File: src/sv/smleq_pkg.sv
// Shared types and codes for the sequenced multi-lane event queue.
// Holds the request codes, the memory control group and the result record.
// Used by every module of the block; depends on nothing.
package smleq_pkg;

	typedef enum logic [1:0] {
		REQ_ENQUEUE = 2'd0,
		REQ_DRAIN   = 2'd1,
		REQ_CLEAR   = 2'd2,
		REQ_UNKNOWN = 2'd3
	} req_t;

	localparam int unsigned LANE_FIELD_BITS    = 2;
	localparam int unsigned DATA_FIELD_BITS    = 64;
	localparam int unsigned SEQ_BITS           = 32;
	localparam int unsigned PENDING_FIELD_BITS = 14;
	localparam int unsigned IN_TDATA_BITS      = 72;
	localparam int unsigned OUT_TDATA_BITS     = 312;

	typedef struct packed {
		logic wr_en;
		logic rd_en;
	} mem_ctl_t;

	typedef struct packed {
		logic                          op_ok;
		logic [DATA_FIELD_BITS-1:0]    out_payload;
		logic [LANE_FIELD_BITS-1:0]    out_lane;
		logic [SEQ_BITS-1:0]           out_sequence;
		logic [PENDING_FIELD_BITS-1:0] pending_total;
		logic [SEQ_BITS-1:0]           lane_dropped_count;
		logic [SEQ_BITS-1:0]           attempted_count;
		logic [SEQ_BITS-1:0]           accepted_count;
		logic [SEQ_BITS-1:0]           drained_count;
		logic [SEQ_BITS-1:0]           gap_count;
		logic [SEQ_BITS-1:0]           last_drained_seq;
	} res_t;

endpackage

File: src/sv/smleq_ctrl.sv
// Request sequencer of the event queue: lane pointers, fill levels, counters and head scan.
// Drives the entry store through smleq_mem and hands each result to the output register.
// Depends on smleq_pkg.
module smleq_ctrl
	import smleq_pkg::*;
#(
	parameter int unsigned LANE_DEPTH   = 2048,
	parameter int unsigned LANE_COUNT   = 4,
	parameter int unsigned PAYLOAD_BITS = 64,
	parameter int unsigned AW           = 13
) (
	input  logic                       clk,
	input  logic                       arst_n,
	input  logic                       in_valid,
	output logic                       in_ready,
	input  req_t                       in_req,
	input  logic [LANE_FIELD_BITS-1:0] in_lane,
	input  logic [DATA_FIELD_BITS-1:0] in_payload,
	input  logic                       out_free,
	output logic                       res_valid,
	output res_t                       res,
	output mem_ctl_t                   mem_ctl,
	output logic [AW-1:0]              mem_wr_addr,
	output logic [PAYLOAD_BITS-1:0]    mem_wr_payload,
	output logic [SEQ_BITS-1:0]        mem_wr_seq,
	output logic [AW-1:0]              mem_rd_addr,
	input  logic [PAYLOAD_BITS-1:0]    mem_rd_payload,
	input  logic [SEQ_BITS-1:0]        mem_rd_seq
);

	localparam int unsigned LW = $clog2(LANE_COUNT);
	localparam int unsigned IW = $clog2(LANE_DEPTH);
	localparam int unsigned FW = $clog2(LANE_DEPTH + 1);
	localparam int unsigned TW = $clog2(LANE_COUNT * LANE_DEPTH + 1);

	typedef enum logic [2:0] {
		ST_IDLE,
		ST_EXEC,
		ST_SCAN,
		ST_PICK,
		ST_COMMIT
	} state_t;

	state_t                  state_q;
	req_t                    req_q;
	logic [LW-1:0]           lane_q;
	logic [PAYLOAD_BITS-1:0] pay_q;

	logic [IW-1:0] wr_idx_q [LANE_COUNT];
	logic [IW-1:0] rd_idx_q [LANE_COUNT];
	logic [FW-1:0] fill_q [LANE_COUNT];
	logic [SEQ_BITS-1:0] drops_q [LANE_COUNT];

	logic [SEQ_BITS-1:0] seq_q, att_q, acc_q, drn_q, gap_q, last_q;
	logic [TW-1:0]       total_q;

	logic [LW-1:0]           scan_q;
	logic                    cmp_vld_s1;
	logic                    found_q;
	logic [LW-1:0]           best_lane_q;
	logic [SEQ_BITS-1:0]     best_seq_q;
	logic [PAYLOAD_BITS-1:0] best_pay_q;

	logic [LW-1:0]       lane_pick;
	logic [LW-1:0]       cur_lane;
	logic [FW-1:0]       cur_fill;
	logic [IW-1:0]       cur_rd;
	logic [AW-1:0]       lane_base;
	logic                full;
	logic                enq_commit, drn_commit, clr_commit, commit;
	logic                take_best;
	logic [SEQ_BITS-1:0] seq_n, att_n, acc_n, drn_n, gap_n, last_n, drops_n;
	logic [TW-1:0]       total_n;

	assign lane_pick = (32'(in_lane) < LANE_COUNT) ? LW'(in_lane) : LW'(LANE_COUNT - 1);
	assign in_ready  = (state_q == ST_IDLE);

	always_comb begin
		if (state_q == ST_SCAN) begin
			cur_lane = scan_q;
		end else if (state_q == ST_COMMIT) begin
			cur_lane = best_lane_q;
		end else begin
			cur_lane = lane_q;
		end
	end

	assign cur_fill  = fill_q[cur_lane];
	assign cur_rd    = rd_idx_q[cur_lane];
	assign lane_base = AW'(AW'(cur_lane) * AW'(LANE_DEPTH));
	assign full      = (cur_fill == FW'(LANE_DEPTH));

	assign commit     = out_free && (state_q == ST_EXEC || state_q == ST_COMMIT);
	assign enq_commit = commit && state_q == ST_EXEC && req_q == REQ_ENQUEUE;
	assign clr_commit = commit && state_q == ST_EXEC && req_q == REQ_CLEAR;
	assign drn_commit = commit && state_q == ST_COMMIT && found_q;
	assign res_valid  = commit;

	assign take_best = cmp_vld_s1 && (!found_q || mem_rd_seq < best_seq_q);

	assign mem_ctl.wr_en  = enq_commit && !full;
	assign mem_ctl.rd_en  = (state_q == ST_SCAN);
	assign mem_wr_addr    = lane_base + AW'(wr_idx_q[lane_q]);
	assign mem_rd_addr    = lane_base + AW'(cur_rd);
	assign mem_wr_payload = pay_q;
	assign mem_wr_seq     = seq_n;

	always_comb begin
		seq_n   = seq_q;
		att_n   = att_q;
		acc_n   = acc_q;
		drn_n   = drn_q;
		gap_n   = gap_q;
		last_n  = last_q;
		drops_n = drops_q[lane_q];
		total_n = total_q;
		res     = '0;
		if (enq_commit) begin
			seq_n = seq_q + 1'b1;
			att_n = att_q + 1'b1;
			if (full) begin
				gap_n   = gap_q + 1'b1;
				drops_n = drops_q[lane_q] + 1'b1;
			end else begin
				acc_n   = acc_q + 1'b1;
				total_n = total_q + 1'b1;
			end
			res.op_ok        = !full;
			res.out_lane     = LANE_FIELD_BITS'(lane_q);
			res.out_sequence = seq_n;
		end else if (clr_commit) begin
			seq_n   = '0;
			att_n   = '0;
			acc_n   = '0;
			drn_n   = '0;
			gap_n   = '0;
			last_n  = '0;
			drops_n = '0;
			total_n = '0;
		end else if (drn_commit) begin
			drn_n            = drn_q + 1'b1;
			last_n           = best_seq_q;
			total_n          = total_q - 1'b1;
			res.op_ok        = 1'b1;
			res.out_payload  = DATA_FIELD_BITS'(best_pay_q);
			res.out_lane     = LANE_FIELD_BITS'(best_lane_q);
			res.out_sequence = best_seq_q;
		end
		res.pending_total      = PENDING_FIELD_BITS'(total_n);
		res.lane_dropped_count = drops_n;
		res.attempted_count    = att_n;
		res.accepted_count     = acc_n;
		res.drained_count      = drn_n;
		res.gap_count          = gap_n;
		res.last_drained_seq   = last_n;
	end

	always_ff @(posedge clk or negedge arst_n) begin
		if (!arst_n) begin
			state_q    <= ST_IDLE;
			req_q      <= REQ_ENQUEUE;
			lane_q     <= '0;
			seq_q      <= '0;
			att_q      <= '0;
			acc_q      <= '0;
			drn_q      <= '0;
			gap_q      <= '0;
			last_q     <= '0;
			total_q    <= '0;
			scan_q     <= '0;
			cmp_vld_s1 <= 1'b0;
			found_q    <= 1'b0;
			best_lane_q <= '0;
			for (int i = 0; i < LANE_COUNT; i++) begin
				wr_idx_q[i] <= '0;
				rd_idx_q[i] <= '0;
				fill_q[i]   <= '0;
				drops_q[i]  <= '0;
			end
		end else begin
			seq_q   <= seq_n;
			att_q   <= att_n;
			acc_q   <= acc_n;
			drn_q   <= drn_n;
			gap_q   <= gap_n;
			last_q  <= last_n;
			total_q <= total_n;
			if (clr_commit) begin
				for (int i = 0; i < LANE_COUNT; i++) begin
					wr_idx_q[i] <= '0;
					rd_idx_q[i] <= '0;
					fill_q[i]   <= '0;
					drops_q[i]  <= '0;
				end
			end else begin
				drops_q[lane_q] <= drops_n;
			end
			if (enq_commit && !full) begin
				wr_idx_q[lane_q] <= (wr_idx_q[lane_q] == IW'(LANE_DEPTH - 1)) ?
					'0 : wr_idx_q[lane_q] + 1'b1;
				fill_q[lane_q] <= fill_q[lane_q] + 1'b1;
			end
			if (drn_commit) begin
				rd_idx_q[best_lane_q] <= (cur_rd == IW'(LANE_DEPTH - 1)) ? '0 : cur_rd + 1'b1;
				fill_q[best_lane_q]   <= cur_fill - 1'b1;
			end
			cmp_vld_s1 <= (state_q == ST_SCAN) && (cur_fill != '0);
			if (take_best) begin
				found_q     <= 1'b1;
				best_lane_q <= scan_q - 1'b1;
			end
			unique case (state_q)
				ST_IDLE: begin
					if (in_valid) begin
						req_q   <= in_req;
						lane_q  <= lane_pick;
						scan_q  <= '0;
						found_q <= 1'b0;
						state_q <= (in_req == REQ_DRAIN) ? ST_SCAN : ST_EXEC;
					end
				end
				ST_EXEC: begin
					if (out_free) begin
						state_q <= ST_IDLE;
					end
				end
				ST_SCAN: begin
					scan_q <= scan_q + 1'b1;
					if (scan_q == LW'(LANE_COUNT - 1)) begin
						state_q <= ST_PICK;
					end
				end
				ST_PICK: begin
					state_q <= ST_COMMIT;
				end
				ST_COMMIT: begin
					if (out_free) begin
						state_q <= ST_IDLE;
					end
				end
				default: begin
					state_q <= ST_IDLE;
				end
			endcase
		end
	end

	always_ff @(posedge clk) begin
		if (state_q == ST_IDLE && in_valid) begin
			pay_q <= PAYLOAD_BITS'(in_payload);
		end
		if (take_best) begin
			best_seq_q <= mem_rd_seq;
			best_pay_q <= mem_rd_payload;
		end
	end

	assert property (@(posedge clk) disable iff (!arst_n)
		!(mem_ctl.wr_en && mem_ctl.rd_en))
		else $error("Entry store written and read in the same cycle.");

	assert property (@(posedge clk) disable iff (!arst_n)
		total_q <= TW'(LANE_COUNT * LANE_DEPTH))
		else $error("Pending total exceeds the capacity of all lanes.");

	assert property (@(posedge clk) disable iff (!arst_n)
		clr_commit |=> (att_q == '0 && seq_q == '0 && total_q == '0))
		else $error("Clear left counters or pending items behind.");

	assert property (@(posedge clk) disable iff (!arst_n)
		enq_commit |=> (att_q == $past(att_q) + 1'b1 && seq_q == $past(seq_q) + 1'b1))
		else $error("Enqueue did not advance the attempt and sequence counters.");

	assert property (@(posedge clk) disable iff (!arst_n)
		(state_q == ST_COMMIT && found_q) |-> (cur_fill != '0))
		else $error("Drain picked an empty lane.");

endmodule

File: config.mk
export PLATFORM = sky130hd
export DESIGN_NAME = smleq_ctrl
export DESIGN_NICKNAME = d
export VERILOG_FILES = /design/src/sv/smleq_pkg.sv /design/src/sv/smleq_ctrl.sv
export SDC_FILE = /design/constraint.sdc
export NUM_CORES = 1
export LEC_CHECK = 0
export BUFFER_PORTS_ARGS = -buffer_cell sky130_fd_sc_hd__buf_2
export CAP_MARGIN = 10
export CORE_MARGIN = 3
export CORE_UTILIZATION = 33
export CTS_CLUSTER_SIZE = 25
export DETAILED_ROUTE_END_ITERATION = 16
export PLACE_DENSITY = 0.6
export SLEW_MARGIN = 20
export SYNTH_ARGS = -nofsm -noshare
export SYNTH_HDL_FRONTEND = slang
export SYNTH_SLANG_ARGS = --single-unit
File: constraint.sdc
create_clock -name clk -period 8.75 [get_ports clk]
set_clock_uncertainty 0.1 [all_clocks]
set_input_delay 1.75 -clock clk [delete_from_list [all_inputs] [get_ports clk]]
set_output_delay 1.75 -clock clk [all_outputs]
set_load 0.005 [all_outputs]
==> results.sh <==
export IMPL_run_status="finished, final reports clean"
export IMPL_htreeDepth=3
export IMPL_synth_area_leaders="dfrtp_1 37%, edfxtp_1 15%, o21ai_0 4.3%"
export IMPL_finalMaxSlewViolations=0
export IMPL_initial_core_util_pct=33.3
export IMPL_fill_cells=9721
export IMPL_hpwlAfterDp_mm=80.8
export IMPL_drc=0
export IMPL_worstPathArrival_ns=6.26
export IMPL_cts_sinks=643
export IMPL_synth_area_leader_cell="dfrtp_1"
export IMPL_viasPerCell=5.47
export IMPL_drive_gt1_share_pct=23.1
export IMPL_wl_per_cell_um=22.4
export IMPL_netlist_instances=3294
export IMPL_grt_pass1_wl_mm=172
export IMPL_fmax_ghz=0.123
export IMPL_firstDrtPassIters=6
export IMPL_clock_path_buffers=3
export IMPL_synth_nets=3506
export IMPL_cts_resized=0
export IMPL_synth_most_common_cell="dfrtp_1"
export IMPL_leakage_nw=17.6
export IMPL_cap_violations=0
export IMPL_grt_usage_pct=21.6
export IMPL_placementRows=115
export IMPL_utilization_pct=40.2
export IMPL_place_area_sq_um=37100
export IMPL_ant_nets=0
export IMPL_clk_latency_ns=0.65
export IMPL_die_area_sq_um=103000
export IMPL_synth_enable_flop_cells=160
export IMPL_place_congestion=0.910
export IMPL_yosys_warnings=0
export IMPL_hold_ws_ns=0.377
export IMPL_cts_setup_buffers=0
export IMPL_yosysSeqAreaShare_pct=51.4
export IMPL_peakVddDrop_mv=0.287
export IMPL_die_w_um=321
export IMPL_finalInstanceArea_sq_um=39700
export IMPL_synth_common_cells="483 x dfrtp_1, 348 x nand2_1, 279 x o21ai_0"
export IMPL_cp_max_fo=55
export IMPL_post_route_min_period_ns=8.11
export IMPL_antenna_found_initial=12
export IMPL_first_iter_violations=2618
export IMPL_worstMarginPinSlew_ns=1.14
export IMPL_cpMostUsedCell="nand2_2"
export IMPL_ys_ff_latch=643
export IMPL_crit_type="flip-flop to output pin"
export IMPL_fin_nets=4002
export IMPL_cts_tree="yes"
export IMPL_powerDensity_nw_per_um2=304
export IMPL_crit_path_start_kind="flip-flop"
export IMPL_holdBufCountCts=0
export IMPL_grt_pass1_vias=27073
export IMPL_cp_slowest_stage_delay_ns=0.69
export IMPL_multi_input_area_sq_um=14800
export IMPL_setup_tns_ns=0
export IMPL_cts_inserted_buffers=78
export IMPL_area_growth_pct=20.7
export IMPL_ioPinCount=599
export IMPL_hold_viol=0
export IMPL_setup_violations=0
export IMPL_path_cells="or3b_1, o221a_4, nand2_2, inv_2, nand2_1, a31oi_1, inv_1, ha_1, nand4_1, a211oi_1, nand2_2, buf_12, nor2_1, o211ai_1, o221ai_1, buf_2"
export IMPL_crit_path_end_kind="output pin"
export IMPL_post_route_period_util_pct=92.7
export IMPL_vias=28139
export IMPL_cp_data_required_time_ns=6.90
export IMPL_grt_max_degree=155
export IMPL_cp_slowest_cell="nor2_1"
export IMPL_yosysTopAreaCellShare_pct=36.8
export IMPL_ctsRootBufferMaster="clkbuf_16"
export IMPL_path_clk_slew_ns=0.06
export IMPL_grt_overflow=0
export IMPL_timing_slew_headroom_pct=24.3
export IMPL_portBuffers=598
export IMPL_rsz0062_at_grt="no"
export IMPL_core_sq_um=98600
export IMPL_die_h_um=321
export IMPL_ys_flop_type="dfrtp_1"
export IMPL_wl_mm=115
export IMPL_ys_types=79
export IMPL_seq_area_sq_um=16900
export IMPL_syn_area_sq_um=32800
export IMPL_hold_class="flip-flop to flip-flop"
export IMPL_synth_avg_cell_area_sq_um=9.97
export IMPL_async_reset_ff_share_pct=75.1
stage by stage:
stage,total power (W),instances,worst slack [ns]
finish,0.0120,5143,0.641
global route,0.0127,5140,0.253
CTS,0.0121,5139,0.653
detailed placement,0.00876,4997,1.37
global placement,0.00872,4997,1.45
floorplan,0.00694,3294,2.84
final cells by class:
cell class,count,area share [%]
clock buffers,106,5.52
multi-input cells,2331,37.2
inverters,83,0.789
clock inverters,36,0.969
well taps,1287,4.06
flip-flops and latches,643,42.6
repair buffers,653,8.77
diodes,4,0.0252
final timing paths:
check                           startpoint     endpoint  slack, ns  cells after the start
worst max-delay path            state_q[1]     res[193]       0.64                     16
worst min-delay path             acc_q[31]    acc_q[31]       0.38                      1
worst max register to register  state_q[1]  drops_q[89]       2.99                     15
worst min register to register   acc_q[31]    acc_q[31]       0.38                      1
max in group asynchronous           arst_n  drops_q[99]       5.93                      2
min in group asynchronous           arst_n    gap_q[24]       1.05                      1
logic make-up (layout without fill, tap and decap cells):
kind of cell,Yosys count,after routing,share of synthesized area (%)
AO/OA/AOI/OAI,722,722,13.3
XOR/XNOR,147,147,3.92
adder cells (fa/ha/maj),44,44,1.68
buffers and inverters,320,878,3.89
flip-flops,643,643,51.4
multiplexers,151,151,6.68
other,0,4,0
AND/OR/NAND/NOR,1267,1267,19.1
worst max-delay path: cells and delay by family (launching register included):
kind / cells / cell delay, ns
adder cells (fa/ha/maj): 1 / 0.17
AND/OR/NAND/NOR: 6 / 2.36
buffers and inverters: 4 / 0.98
flip-flops: 1 / 0.60
AO/OA/AOI/OAI: 5 / 1.46
sequential cells by signal, summed over array words and instances, names as in the netlist, 2 cells and up:
| name | flops |
|---|---|
| acc_q | 32 |
| seq_q | 32 |
| drn_q | 32 |
| total_q | 14 |
| best_lane_q | 2 |
| last_q | 32 |
| wr_idx_q | 44 |
| best_seq_q | 32 |
| fill_q | 48 |
| mem_wr_payload | 64 |
| att_q | 32 |
| best_pay_q | 64 |
| state_q | 3 |
| gap_q | 32 |
| req_q | 2 |
| drops_q | 128 |
| lane_q | 2 |
| scan_q | 2 |
| rd_idx_q | 44 |
routing by layer:
| layer | GRT usage, % | vias to the layer above | routed length, um |
|---|---|---|---|
| li1 | - | 12994 | - |
| met1 | 28.2 | 13859 | 48200 |
| met2 | 34.1 | 1056 | 52600 |
| met3 | 6.10 | 222 | 10000 |
| met4 | 8.54 | 8 | 4620 |
| met5 | 0 | - | 50 |
report_power, final:
part	switching, W	internal (W)	total [W]
Clock	0.00135	0.00192	0.00327
Sequential	0.000454	0.00375	0.00421
Combinational	0.00311	0.00146	0.00457
Total	0.00492	0.00713	0.0120
cells in the final DEF, fill, tap and decap left out, types with 14 or more instances in the layout:
cell and count:
or4_1 17, o211ai_1 33, o31ai_1 28, a211oi_1 23, a22oi_1 22, inv_1 80
and4_1 14, and3_1 57, a31oi_1 45, nand4_1 44, edfxtp_1 160, ha_1 44
buf_2 597, clkbuf_16 79, or3_1 28, nand2b_1 19, xnor2_1 95, mux2i_1 91
nand3_1 257, a21oi_1 167, and2_1 86, buf_4 50, nor2_1 217, nor3_1 59
clkbuf_1 16, mux4_2 54, o21ai_0 278, xor2_1 52, nand2_1 345, dfrtp_1 480
nor4_1 60
No activity file was read; power rests on OpenSTA's default activity.
